--- src/rtl/core/trsp_pkg.sv ---
`timescale 1ns / 1ps
`default_nettype none
// ---------------------------------------------------------------------------
// trsp_pkg
// Shared types, codes and constants of the tagged record stream parser.
// ---------------------------------------------------------------------------
package trsp_pkg;

   localparam int HEADER_BYTES     = 5;
   localparam int WIDE_VALUE_BYTES = 8;
   localparam int LAST_TYPE        = 6;

   localparam int QUEUE_DEPTH = 2;
   localparam int QUEUE_AW    = $clog2(QUEUE_DEPTH);

   localparam logic [3:0] ROLE_MAGIC   = 4'd0;
   localparam logic [3:0] ROLE_COUNT   = 4'd1;
   localparam logic [3:0] ROLE_KEYLEN  = 4'd2;
   localparam logic [3:0] ROLE_KEY     = 4'd3;
   localparam logic [3:0] ROLE_TYPE    = 4'd4;
   localparam logic [3:0] ROLE_VALUE   = 4'd5;
   localparam logic [3:0] ROLE_STRLEN  = 4'd6;
   localparam logic [3:0] ROLE_STRBYTE = 4'd7;
   localparam logic [3:0] ROLE_TRAIL   = 4'd8;
   localparam logic [3:0] ROLE_ERROR   = 4'd9;

   localparam logic [2:0] ST_RUN     = 3'd0;
   localparam logic [2:0] ST_OK      = 3'd1;
   localparam logic [2:0] ST_BAD_HDR = 3'd2;
   localparam logic [2:0] ST_UNK_TYP = 3'd3;
   localparam logic [2:0] ST_TRUNC   = 3'd4;

   localparam logic [2:0] KIND_NONE = 3'd0;
   localparam logic [2:0] KIND_U32  = 3'd1;
   localparam logic [2:0] KIND_I64  = 3'd2;
   localparam logic [2:0] KIND_F64  = 3'd3;
   localparam logic [2:0] KIND_BOOL = 3'd4;
   localparam logic [2:0] KIND_STR  = 3'd5;
   localparam logic [2:0] KIND_NULL = 3'd6;

   typedef struct packed {
      logic [3:0]  role;
      logic [7:0]  entno;
      logic [7:0]  data;
      logic        done;
      logic [2:0]  kind;
      logic [15:0] tlen;
      logic [2:0]  status;
      logic [2:0]  vpos;
      logic        vbool;
      logic        vclear;
   } rec_type;

   function automatic logic [7:0] magic_byte(input logic [1:0] idx);
      logic [7:0] m;
      case (idx)
         2'd0:    m = 8'h47;
         2'd1:    m = 8'h4D;
         2'd2:    m = 8'h44;
         default: m = 8'h31;
      endcase
      return m;
   endfunction

endpackage
`default_nettype wire

--- src/rtl/core/trsp_channels.sv ---
`timescale 1ns / 1ps
`default_nettype none
// ---------------------------------------------------------------------------
// trsp channels
// Valid/ready request and response channels of the parser.
// ---------------------------------------------------------------------------
interface trsp_req_if;
   logic       valid;
   logic       ready;
   logic [7:0] data_byte;
   logic       last_byte;
   modport source (output valid, output data_byte, output last_byte, input ready);
   modport sink   (input valid, input data_byte, input last_byte, output ready);
endinterface

interface trsp_rsp_if;
   logic        valid;
   logic        ready;
   logic [3:0]  byte_role;
   logic [7:0]  entry_number;
   logic [7:0]  byte_echo;
   logic        entry_complete;
   logic [2:0]  entry_kind;
   logic [63:0] scalar_value;
   logic [15:0] text_length;
   logic [2:0]  parse_status;
   modport source (output valid, output byte_role, output entry_number, output byte_echo,
                   output entry_complete, output entry_kind, output scalar_value,
                   output text_length, output parse_status, input ready);
   modport sink   (input valid, input byte_role, input entry_number, input byte_echo,
                   input entry_complete, input entry_kind, input scalar_value,
                   input text_length, input parse_status, output ready);
endinterface
`default_nettype wire

--- src/rtl/core/trsp_front.sv ---
`timescale 1ns / 1ps
`default_nettype none
// ---------------------------------------------------------------------------
// trsp_front
// Accepts request bytes, walks the record grammar and emits one classified
// record per byte.
// ---------------------------------------------------------------------------
module trsp_front (
   input  wire logic              clock,
   input  wire logic              reset,
   trsp_req_if.sink               req_chan,
   output trsp_pkg::rec_type      push_rec,
   output logic                   push_valid,
   input  wire logic              push_ready
);
   import trsp_pkg::*;

   typedef enum logic [3:0] {
      PH_MAGIC, PH_COUNT, PH_KEYLEN, PH_KEY, PH_TYPE, PH_VALUE,
      PH_STRLEN, PH_STRBYTE, PH_TRAIL, PH_ERR_HDR, PH_ERR_TYPE
   } phase_type;

   phase_type   phase_ff, phase_in;
   logic [2:0]  hpos_ff, hpos_in;
   logic [7:0]  left_ff, left_in;
   logic [7:0]  entry_ff, entry_in;
   logic [15:0] bytes_ff, bytes_in;
   logic [2:0]  kind_ff, kind_in;
   logic [15:0] len_ff, len_in;

   rec_type     rec;
   logic        finish;
   logic        accept;
   logic [7:0]  b;
   logic [15:0] len_new;

   assign b          = req_chan.data_byte;
   assign accept     = req_chan.valid && push_ready;
   assign req_chan.ready = push_ready;
   assign push_valid = req_chan.valid;
   assign push_rec   = rec;

   always_comb begin
      phase_in = phase_ff;
      hpos_in  = hpos_ff;
      left_in  = left_ff;
      entry_in = entry_ff;
      bytes_in = bytes_ff;
      kind_in  = kind_ff;
      len_in   = len_ff;
      finish   = 1'b0;
      len_new  = {b, len_ff[7:0]};
      rec.role   = ROLE_MAGIC;
      rec.entno  = entry_ff;
      rec.data   = b;
      rec.done   = 1'b0;
      rec.kind   = kind_ff;
      rec.tlen   = '0;
      rec.status = ST_RUN;
      rec.vpos   = hpos_ff;
      rec.vbool  = (kind_ff == KIND_BOOL);
      rec.vclear = 1'b0;
      case (phase_ff)
         PH_MAGIC: begin
            rec.entno = '0;
            rec.kind  = KIND_NONE;
            if (b != magic_byte(hpos_ff[1:0])) begin
               phase_in   = PH_ERR_HDR;
               rec.status = ST_BAD_HDR;
            end else if (hpos_ff + 3'd1 >= 3'(HEADER_BYTES - 1)) begin
               phase_in = PH_COUNT;
               hpos_in  = '0;
            end else begin
               hpos_in = hpos_ff + 3'd1;
            end
         end
         PH_COUNT: begin
            rec.role  = ROLE_COUNT;
            rec.entno = '0;
            rec.kind  = KIND_NONE;
            left_in   = b;
            entry_in  = '0;
            if (b == 8'd0) begin
               phase_in   = PH_TRAIL;
               rec.status = ST_OK;
            end else begin
               phase_in = PH_KEYLEN;
            end
         end
         PH_KEYLEN: begin
            rec.role = ROLE_KEYLEN;
            rec.kind = KIND_NONE;
            kind_in  = KIND_NONE;
            bytes_in = {8'd0, b};
            phase_in = (b != 8'd0) ? PH_KEY : PH_TYPE;
         end
         PH_KEY: begin
            rec.role = ROLE_KEY;
            bytes_in = bytes_ff - 16'd1;
            if (bytes_ff == 16'd1) phase_in = PH_TYPE;
         end
         PH_TYPE: begin
            rec.role = ROLE_TYPE;
            if (b >= 8'd1 && b <= 8'(LAST_TYPE)) begin
               kind_in    = b[2:0];
               rec.kind   = b[2:0];
               rec.vclear = 1'b1;
               hpos_in    = '0;
               case (b[2:0])
                  KIND_U32: begin
                     bytes_in = 16'd4;
                     phase_in = PH_VALUE;
                  end
                  KIND_I64, KIND_F64: begin
                     bytes_in = 16'(WIDE_VALUE_BYTES);
                     phase_in = PH_VALUE;
                  end
                  KIND_BOOL: begin
                     bytes_in = 16'd1;
                     phase_in = PH_VALUE;
                  end
                  KIND_STR: begin
                     len_in   = '0;
                     phase_in = PH_STRLEN;
                  end
                  default: finish = 1'b1;
               endcase
            end else begin
               phase_in   = PH_ERR_TYPE;
               rec.status = ST_UNK_TYP;
               rec.kind   = KIND_NONE;
            end
         end
         PH_VALUE: begin
            rec.role = ROLE_VALUE;
            hpos_in  = hpos_ff + 3'd1;
            bytes_in = bytes_ff - 16'd1;
            if (bytes_ff == 16'd1) finish = 1'b1;
         end
         PH_STRLEN: begin
            rec.role = ROLE_STRLEN;
            if (hpos_ff == 3'd0) begin
               len_in  = {8'd0, b};
               hpos_in = 3'd1;
            end else begin
               len_in   = len_new;
               hpos_in  = '0;
               bytes_in = len_new;
               if (len_new == 16'd0) finish = 1'b1;
               else phase_in = PH_STRBYTE;
            end
         end
         PH_STRBYTE: begin
            rec.role = ROLE_STRBYTE;
            bytes_in = bytes_ff - 16'd1;
            if (bytes_ff == 16'd1) begin
               finish   = 1'b1;
               rec.tlen = len_ff;
            end
         end
         PH_TRAIL: begin
            rec.role   = ROLE_TRAIL;
            rec.kind   = KIND_NONE;
            rec.status = ST_OK;
         end
         PH_ERR_TYPE: begin
            rec.role   = ROLE_ERROR;
            rec.kind   = KIND_NONE;
            rec.status = ST_UNK_TYP;
         end
         default: begin
            rec.role   = ROLE_ERROR;
            rec.kind   = KIND_NONE;
            rec.status = ST_BAD_HDR;
         end
      endcase
      if (finish) begin
         rec.done = 1'b1;
         left_in  = left_ff - 8'd1;
         entry_in = entry_ff + 8'd1;
         if (left_ff == 8'd1) begin
            phase_in   = PH_TRAIL;
            rec.status = ST_OK;
         end else begin
            phase_in = PH_KEYLEN;
         end
      end
      if (req_chan.last_byte) begin
         if (rec.status == ST_RUN) begin
            rec.status = (phase_in == PH_MAGIC || phase_in == PH_COUNT) ? ST_BAD_HDR
                                                                        : ST_TRUNC;
         end
         phase_in = PH_MAGIC;
         hpos_in  = '0;
         left_in  = '0;
         entry_in = '0;
         bytes_in = '0;
         kind_in  = '0;
         len_in   = '0;
      end
   end

   always_ff @(posedge clock) begin
      if (reset) begin
         phase_ff <= PH_MAGIC;
         hpos_ff  <= '0;
         left_ff  <= '0;
         entry_ff <= '0;
         bytes_ff <= '0;
         kind_ff  <= '0;
         len_ff   <= '0;
      end else if (accept) begin
         phase_ff <= phase_in;
         hpos_ff  <= hpos_in;
         left_ff  <= left_in;
         entry_ff <= entry_in;
         bytes_ff <= bytes_in;
         kind_ff  <= kind_in;
         len_ff   <= len_in;
      end
   end

   a_done_role: assert property (@(posedge clock) disable iff (reset)
      (accept && rec.done) |-> (rec.role == ROLE_TYPE || rec.role == ROLE_VALUE ||
                                rec.role == ROLE_STRLEN || rec.role == ROLE_STRBYTE))
      else $error("entry finished on a byte outside a type or payload");

   a_last_resets: assert property (@(posedge clock) disable iff (reset)
      (accept && req_chan.last_byte) |=> (phase_ff == PH_MAGIC && entry_ff == 8'd0))
      else $error("parser state not cleared after last byte");

   a_last_status: assert property (@(posedge clock) disable iff (reset)
      (accept && req_chan.last_byte) |-> (rec.status != ST_RUN))
      else $error("last byte left in progress status");

endmodule
`default_nettype wire

--- src/rtl/core/trsp_queue.sv ---
`timescale 1ns / 1ps
`default_nettype none
// ---------------------------------------------------------------------------
// trsp_queue
// Short register queue of classified records between front and back.
// ---------------------------------------------------------------------------
module trsp_queue (
   input  wire logic              clock,
   input  wire logic              reset,
   input  wire logic              push_valid,
   output logic                   push_ready,
   input  trsp_pkg::rec_type      push_rec,
   output logic                   pop_valid,
   input  wire logic              pop_ready,
   output trsp_pkg::rec_type      pop_rec
);
   import trsp_pkg::*;

   rec_type                 slot_ff [QUEUE_DEPTH];
   logic [QUEUE_AW-1:0]     wr_ff, wr_in;
   logic [QUEUE_AW-1:0]     rd_ff, rd_in;
   logic [QUEUE_AW:0]       cnt_ff, cnt_in;
   logic                    push;
   logic                    pop;

   assign push_ready = (cnt_ff != (QUEUE_AW+1)'(QUEUE_DEPTH));
   assign pop_valid  = (cnt_ff != '0);
   assign pop_rec    = slot_ff[rd_ff];
   assign push       = push_valid && push_ready;
   assign pop        = pop_valid && pop_ready;

   always_comb begin
      wr_in  = push ? ((wr_ff == QUEUE_AW'(QUEUE_DEPTH - 1)) ? '0 : wr_ff + 1'b1) : wr_ff;
      rd_in  = pop  ? ((rd_ff == QUEUE_AW'(QUEUE_DEPTH - 1)) ? '0 : rd_ff + 1'b1) : rd_ff;
      cnt_in = cnt_ff + (QUEUE_AW+1)'(push) - (QUEUE_AW+1)'(pop);
   end

   always_ff @(posedge clock) begin
      if (reset) begin
         wr_ff  <= '0;
         rd_ff  <= '0;
         cnt_ff <= '0;
      end else begin
         wr_ff  <= wr_in;
         rd_ff  <= rd_in;
         cnt_ff <= cnt_in;
      end
   end

   always_ff @(posedge clock) begin
      if (push) slot_ff[wr_ff] <= push_rec;
   end

   a_cnt_bound: assert property (@(posedge clock) disable iff (reset)
      cnt_ff <= (QUEUE_AW+1)'(QUEUE_DEPTH))
      else $error("queue count overflow");

endmodule
`default_nettype wire

--- src/rtl/core/trsp_back.sv ---
`timescale 1ns / 1ps
`default_nettype none
// ---------------------------------------------------------------------------
// trsp_back
// Assembles little-endian scalar values and holds the response register.
// ---------------------------------------------------------------------------
module trsp_back (
   input  wire logic              clock,
   input  wire logic              reset,
   input  wire logic              pop_valid,
   output logic                   pop_ready,
   input  trsp_pkg::rec_type      pop_rec,
   trsp_rsp_if.source             rsp_chan
);
   import trsp_pkg::*;

   logic        valid_ff;
   logic [63:0] acc_ff, acc_in;
   logic [63:0] sv_in;
   logic        pop;
   rec_type     out_ff;
   logic [63:0] sv_ff;

   assign pop_ready = !valid_ff || rsp_chan.ready;
   assign pop       = pop_valid && pop_ready;

   always_comb begin
      acc_in = acc_ff;
      if (pop_rec.role == ROLE_VALUE) begin
         if (pop_rec.vbool) acc_in = {63'd0, pop_rec.data != 8'd0};
         else acc_in = acc_ff | ({56'd0, pop_rec.data} << {pop_rec.vpos, 3'b000});
      end else if (pop_rec.vclear) begin
         acc_in = '0;
      end
      sv_in = (pop_rec.done && pop_rec.role == ROLE_VALUE) ? acc_in : '0;
   end

   always_ff @(posedge clock) begin
      if (reset) begin
         valid_ff <= 1'b0;
         acc_ff   <= '0;
      end else begin
         if (pop) begin
            valid_ff <= 1'b1;
            acc_ff   <= acc_in;
         end else if (rsp_chan.ready) begin
            valid_ff <= 1'b0;
         end
      end
   end

   always_ff @(posedge clock) begin
      if (pop) begin
         out_ff <= pop_rec;
         sv_ff  <= sv_in;
      end
   end

   assign rsp_chan.valid          = valid_ff;
   assign rsp_chan.byte_role      = out_ff.role;
   assign rsp_chan.entry_number   = out_ff.entno;
   assign rsp_chan.byte_echo      = out_ff.data;
   assign rsp_chan.entry_complete = out_ff.done;
   assign rsp_chan.entry_kind     = out_ff.kind;
   assign rsp_chan.scalar_value   = sv_ff;
   assign rsp_chan.text_length    = out_ff.tlen;
   assign rsp_chan.parse_status   = out_ff.status;

   a_pop_shows: assert property (@(posedge clock) disable iff (reset)
      pop |=> valid_ff)
      else $error("popped record not presented");

endmodule
`default_nettype wire

--- src/rtl/core/tagged_record_stream_parser_top.sv ---
`timescale 1ns / 1ps
`default_nettype none
// ---------------------------------------------------------------------------
// tagged_record_stream_parser_top
// Byte-stream parser for tagged key/value records with per-byte responses.
//
//   channel   dir   handshake      payload
//   req_chan  in    valid/ready    data_byte, last_byte
//   rsp_chan  out   valid/ready    byte_role .. parse_status (one per request)
//
// One request per cycle while responses are taken; each response passes
// through front decode, queue and response register.
// The two-entry queue lets the front keep accepting while a response stalls.
// Synchronous reset clears parser state, queue and response valid.
// Parser state returns to its reset values after every last byte.
// ---------------------------------------------------------------------------
module tagged_record_stream_parser_top (
   input  wire logic  clock,
   input  wire logic  reset,
   trsp_req_if.sink   req_chan,
   trsp_rsp_if.source rsp_chan
);
   import trsp_pkg::*;

   rec_type push_rec;
   rec_type pop_rec;
   logic    push_valid;
   logic    push_ready;
   logic    pop_valid;
   logic    pop_ready;

   trsp_front u_front (
      .clock      (clock),
      .reset      (reset),
      .req_chan   (req_chan),
      .push_rec   (push_rec),
      .push_valid (push_valid),
      .push_ready (push_ready)
   );

   trsp_queue u_queue (
      .clock      (clock),
      .reset      (reset),
      .push_valid (push_valid),
      .push_ready (push_ready),
      .push_rec   (push_rec),
      .pop_valid  (pop_valid),
      .pop_ready  (pop_ready),
      .pop_rec    (pop_rec)
   );

   trsp_back u_back (
      .clock     (clock),
      .reset     (reset),
      .pop_valid (pop_valid),
      .pop_ready (pop_ready),
      .pop_rec   (pop_rec),
      .rsp_chan  (rsp_chan)
   );

endmodule
`default_nettype wire

--- src/flat_wrapper.sv ---
// flat-port wrapper written by rule: the top's interface ports become plain ports
module tagged_record_stream_parser_top_flat import trsp_pkg::*;
  (clock, reset, req_chan_valid, req_chan_data_byte, req_chan_last_byte, req_chan_ready, rsp_chan_valid, rsp_chan_byte_role, rsp_chan_entry_number, rsp_chan_byte_echo, rsp_chan_entry_complete, rsp_chan_entry_kind, rsp_chan_scalar_value, rsp_chan_text_length, rsp_chan_parse_status, rsp_chan_ready);
  trsp_req_if req_chan_i ();
  trsp_rsp_if rsp_chan_i ();
  input  wire logic clock;
  input  wire logic reset;
  input wire logic [$bits(req_chan_i.valid)-1:0] req_chan_valid;
  input wire logic [$bits(req_chan_i.data_byte)-1:0] req_chan_data_byte;
  input wire logic [$bits(req_chan_i.last_byte)-1:0] req_chan_last_byte;
  output wire logic [$bits(req_chan_i.ready)-1:0] req_chan_ready;
  output wire logic [$bits(rsp_chan_i.valid)-1:0] rsp_chan_valid;
  output wire logic [$bits(rsp_chan_i.byte_role)-1:0] rsp_chan_byte_role;
  output wire logic [$bits(rsp_chan_i.entry_number)-1:0] rsp_chan_entry_number;
  output wire logic [$bits(rsp_chan_i.byte_echo)-1:0] rsp_chan_byte_echo;
  output wire logic [$bits(rsp_chan_i.entry_complete)-1:0] rsp_chan_entry_complete;
  output wire logic [$bits(rsp_chan_i.entry_kind)-1:0] rsp_chan_entry_kind;
  output wire logic [$bits(rsp_chan_i.scalar_value)-1:0] rsp_chan_scalar_value;
  output wire logic [$bits(rsp_chan_i.text_length)-1:0] rsp_chan_text_length;
  output wire logic [$bits(rsp_chan_i.parse_status)-1:0] rsp_chan_parse_status;
  input wire logic [$bits(rsp_chan_i.ready)-1:0] rsp_chan_ready;
  assign req_chan_i.valid = req_chan_valid;
  assign req_chan_i.data_byte = req_chan_data_byte;
  assign req_chan_i.last_byte = req_chan_last_byte;
  assign req_chan_ready = req_chan_i.ready;
  assign rsp_chan_valid = rsp_chan_i.valid;
  assign rsp_chan_byte_role = rsp_chan_i.byte_role;
  assign rsp_chan_entry_number = rsp_chan_i.entry_number;
  assign rsp_chan_byte_echo = rsp_chan_i.byte_echo;
  assign rsp_chan_entry_complete = rsp_chan_i.entry_complete;
  assign rsp_chan_entry_kind = rsp_chan_i.entry_kind;
  assign rsp_chan_scalar_value = rsp_chan_i.scalar_value;
  assign rsp_chan_text_length = rsp_chan_i.text_length;
  assign rsp_chan_parse_status = rsp_chan_i.parse_status;
  assign rsp_chan_i.ready = rsp_chan_ready;
  tagged_record_stream_parser_top u_core (.clock(clock), .reset(reset), .req_chan(req_chan_i), .rsp_chan(rsp_chan_i));
endmodule
--- config.mk ---
export PLATFORM = sky130hd
export DESIGN_NAME = tagged_record_stream_parser_top_flat
export DESIGN_NICKNAME = d
export VERILOG_FILES = /design/src/rtl/core/trsp_pkg.sv /design/src/rtl/core/trsp_channels.sv /design/src/rtl/core/trsp_front.sv /design/src/rtl/core/trsp_queue.sv /design/src/rtl/core/trsp_back.sv /design/src/rtl/core/tagged_record_stream_parser_top.sv /design/src/flat_wrapper.sv
export SDC_FILE = /design/constraint.sdc
export NUM_CORES = 1
export LEC_CHECK = 0
export ABC_AREA = 0
export ABC_CLOCK_PERIOD_IN_PS = 4930
export CORE_MARGIN = 2
export CORE_UTILIZATION = 50
export DETAILED_ROUTE_END_ITERATION = 7
export DONT_BUFFER_PORTS = 1
export PLACE_DENSITY = 0.73
export SETUP_SLACK_MARGIN = 0.5
export SYNTH_ARGS = -nofsm -noshare
export SYNTH_HDL_FRONTEND = slang
export SYNTH_SLANG_ARGS = --single-unit
--- constraint.sdc ---
create_clock -name clock -period 4.93 [get_ports clock]
set_input_delay 0.2465 -clock clock [delete_from_list [all_inputs] [get_ports clock]]
set_output_delay 0.2465 -clock clock [all_outputs]
set_load 0.1 [all_outputs]
==> out/metrics.cfg <==
[placement]
gpl.final_weighted_congestion=0.923
dp_cells=1486
place_area_mm2=0.0139
preCtsSetupSlack_ns=1.52
port-buffer-count=0
detailed_place_hpwl_um=18400

[logic_synthesis]
avgSynthCellArea_um2=11.3
yosysUniqueCellTypes=78
yosys_most_used_dff=sky130_fd_sc_hd__edfxtp_1
synth_adder_area_share_pct=1.01
post_synth_design_cell_area_mm2=0.0136
synthesis.instances=1206
muxShareOfSynthArea_pct=4.72
synth_top_family_by_area=simple AND/OR/NAND/NOR gates
yosysSeqAreaShare_pct=63.5
synth_warnings=0
synth_fp_nets=1230
synth_edf_count=203
synth_compound_area_share_pct=12.0
postSynthRegisterBits=331
synthesized_area_fraction_occupied_by_xor_and_xnor_cells_pct=1.60
synthSimpleGateAreaFrac_pct=14.6
synth_async_sr_flop_share_pct=0

[floorplanning]
die-height_um=169
rows=60
die-width_um=169
core_region_area_mm2=0.0269
fp.dieArea_mm2=0.0286
design.portCount=122
floorplan.initialDensity_pct=50.8

[setup_path]
largest_delay_share_family_worst_path=simple AND/OR/NAND/NOR gates
crit_path_cell_trace=or4b_1 > or4_1 > o311ai_1 > and2_1 > or3_1 > o22a_2 > mux2_4
required_time_of_the_worst_setup_path_ns=5.33
critical_path_peak_fanout=18
worstSetupEndpointType=flop
criticalPathCategory=flop to flop
start_kind=flop
worst_ep_arrival_time_ns=3.89
critPathSlowestCell=sky130_fd_sc_hd__dfxtp_1
cp_num_buf_inv=0
cp_slowest_stage_delay_ns=0.68

[clock_tree]
h-tree-depth=2
num_clock_sinks=331
clkSlewWorstSetupHoldPaths_ns=0.06
ctsLongestPathBuffers=3
cts-root-buf=sky130_fd_sc_hd__clkbuf_16
worstSkewPairLatency_ns=0.52
cts_resized=0
cts_tree=built
cts-buffers-inserted=35

[sta]
drv_slew=0
final_critical_path_setup_slack_ns=1.45
final.setup.tns_ns=0
timing.final.setup_violations=0
final.period_utilization_pct=70.6
hold_violations=0
slew_headroom_pct=21.4
rsz_0062_raised_after_global_routing=false
skew_ns=0.0139
worst_case_hold_slack_ns=0.00573
max_freq_mhz=287
worstMarginPinSlew_ns=1.17
finalCriticalPeriod_ns=3.48

[finish]
post-route-util_pct=56.8
design.final.nets=1218
fillerInstances=2205
fin_area_mm2=0.0153
insertedDiodeCount=0
synthToLayoutAreaGrowth_pct=11.9
final_cell_count_no_fill=1562
layout.cells.most_common_list=sky130_fd_sc_hd__edfxtp_1 (203), sky130_fd_sc_hd__nor2_1 (194), sky130_fd_sc_hd__a21oi_1 (182), sky130_fd_sc_hd__dfxtp_1 (127), sky130_fd_sc_hd__mux2_2 (45)
post_route_cells_drive_above_1_share_pct=11.2
layout_commonest_cell=sky130_fd_sc_hd__edfxtp_1

[pwr]
cellPowerDensity_mw_per_mm2=668
post-layout-total-power_mw=10.2
comb_power_share_pct=12.3
clock_power_share_pct=27.4
power.net_switching_mw=4.51
sequentialPowerShare_pct=60.2
leakagePower_nw=5.24
internal_power_consumption_mw=5.69
max-vdd-ir-drop_mv=0.626
switching_share_pct=44.2

[routing]
drt_wl_total_um=30700
vias=9413
drtAntennaViolNets=0
vias_per_cell=6.03
drt_first_pass_iters=5
drt_iter0_markers=934
routed_wire_length_per_instance_um=19.6
drc=0

[outcome]
outcome=completed

[grt]
overflow=0
gr-usage-all-layers_pct=21.2
grt_antenna_before_repair=0
grt_pass1_wl_um=48100
first_global_vias=8823
grt_start_max_net_pins=64

[job]
maxCapViolCount=0

[hold_path]
timing.hold.worst.class=primary input to flop

## state kept, by name (all words and copies together) (netlist names), 4 cells and up, named ones only
signal                               count
u_core.u_queue.slot_ff                  96
u_core.u_back.acc_ff                    64
u_core.u_back.rsp_chan.scalar_value     64
u_core.u_back.rsp_chan.text_length      16
u_core.u_front.bytes_ff                 16
u_core.u_front.len_ff                   16
u_core.u_back.rsp_chan.byte_echo         8
u_core.u_back.rsp_chan.entry_number      8
u_core.u_front.entry_ff                  8
u_core.u_front.left_ff                   8
u_core.u_back.rsp_chan.byte_role         4
u_core.u_front.phase_ff                  4
## power by group through the flow
stage	clock network (mW)	logic, mW	registers [mW]
2_1_floorplan	0	0.967	6.09
3_3_place_gp	0	1.21	6.20
3_5_place_dp	0	1.23	6.21
4_1_cts	2.84	1.27	6.16
5_1_grt	2.96	1.38	6.19
6_report	2.80	1.26	6.14
## final timing paths
check,depth (start not counted),end,from,slack [ns]
worst max register to register,7,u_core.u_front.hpos_ff[0],u_core.u_front.phase_ff[2],1.45
worst min-delay path,4,u_core.u_front.bytes_ff[12],req_chan_data_byte[4],0.006
worst min register to register,2,u_core.u_back.acc_ff[21],u_core.u_back.acc_ff[21],0.47
worst max-delay path,7,u_core.u_front.hpos_ff[0],u_core.u_front.phase_ff[2],1.45
## cell usage after synthesis, types with 4 or more instances
master                       n  area [um2]
sky130_fd_sc_hd__a21oi_1   182         911
sky130_fd_sc_hd__a221oi_1    4        35.0
sky130_fd_sc_hd__a22o_1      7        61.3
sky130_fd_sc_hd__a22oi_1    12        90.1
sky130_fd_sc_hd__a32oi_1     4        35.0
sky130_fd_sc_hd__and2_1     18         113
sky130_fd_sc_hd__and3_1     11        68.8
sky130_fd_sc_hd__buf_1      10        37.5
sky130_fd_sc_hd__buf_2       4        20.0
sky130_fd_sc_hd__clkbuf_1   52         195
sky130_fd_sc_hd__dfxtp_1   128        2560
sky130_fd_sc_hd__edfxtp_1  203        6100
sky130_fd_sc_hd__ha_1       11         138
sky130_fd_sc_hd__inv_1      21        78.8
sky130_fd_sc_hd__mux2_2     45         507
sky130_fd_sc_hd__mux2i_1    10         100
sky130_fd_sc_hd__nand2_1    42         158
sky130_fd_sc_hd__nand2b_1   15        93.8
sky130_fd_sc_hd__nand3_1    34         170
sky130_fd_sc_hd__nand4_1     4        25.0
sky130_fd_sc_hd__nor2_1    195         732
sky130_fd_sc_hd__nor2b_1    11        68.8
sky130_fd_sc_hd__nor3_1     24         120
sky130_fd_sc_hd__nor3b_1     8        60.1
sky130_fd_sc_hd__nor4_1     17         106
sky130_fd_sc_hd__o211ai_1    4        30.0
sky130_fd_sc_hd__o21ai_0    21         105
sky130_fd_sc_hd__o22ai_1     5        31.3
sky130_fd_sc_hd__or3_1      12        75.1
sky130_fd_sc_hd__xnor2_1    14         123
sky130_fd_sc_hd__xor2_1     11        96.3
## timing repair
item / 4_1_cts / 5_1_grt
hold endpoints to repair: 76 / 0
hold buffers: 12 / 0
setup buffers: 0 / 0
## layout make-up
class	instances	area (um2)	share of cell area, %
sequential	331	8660	56.7
multi-input combinational	784	4650	30.4
clock buffer	42	965	6.32
tap	341	427	2.79
clock inverter	22	289	1.89
timing repair buffer	20	198	1.29
inverter	22	82.6	0.541
## worst register-to-register path, cell delays in order (launching register included)
cell and delay (ns):
sky130_fd_sc_hd__dfxtp_1 0.68, sky130_fd_sc_hd__or4b_1 0.63, sky130_fd_sc_hd__or4_1 0.59, sky130_fd_sc_hd__o311ai_1 0.16, sky130_fd_sc_hd__and2_1 0.55, sky130_fd_sc_hd__or3_1 0.26, sky130_fd_sc_hd__o22a_2 0.20, sky130_fd_sc_hd__mux2_4 0.30
## cells by family (layout without fill, tap and decap cells)
group,after synthesis,count (layout)
AND/OR/NAND/NOR,412,412
flip-flops,331,331
XOR/XNOR,25,25
buffers and inverters,91,106
adder cells (fa/ha/maj),11,11
AO/OA/AOI/OAI,278,278
multiplexers,58,58
## layer usage
layer,GRT usage [%],share of wire (%)
met4,8.40,3.6
met1,26.9,41
met3,4.13,7.1
met2,35.9,48
met5,0,0
Power figures use the tool's default switching activity.
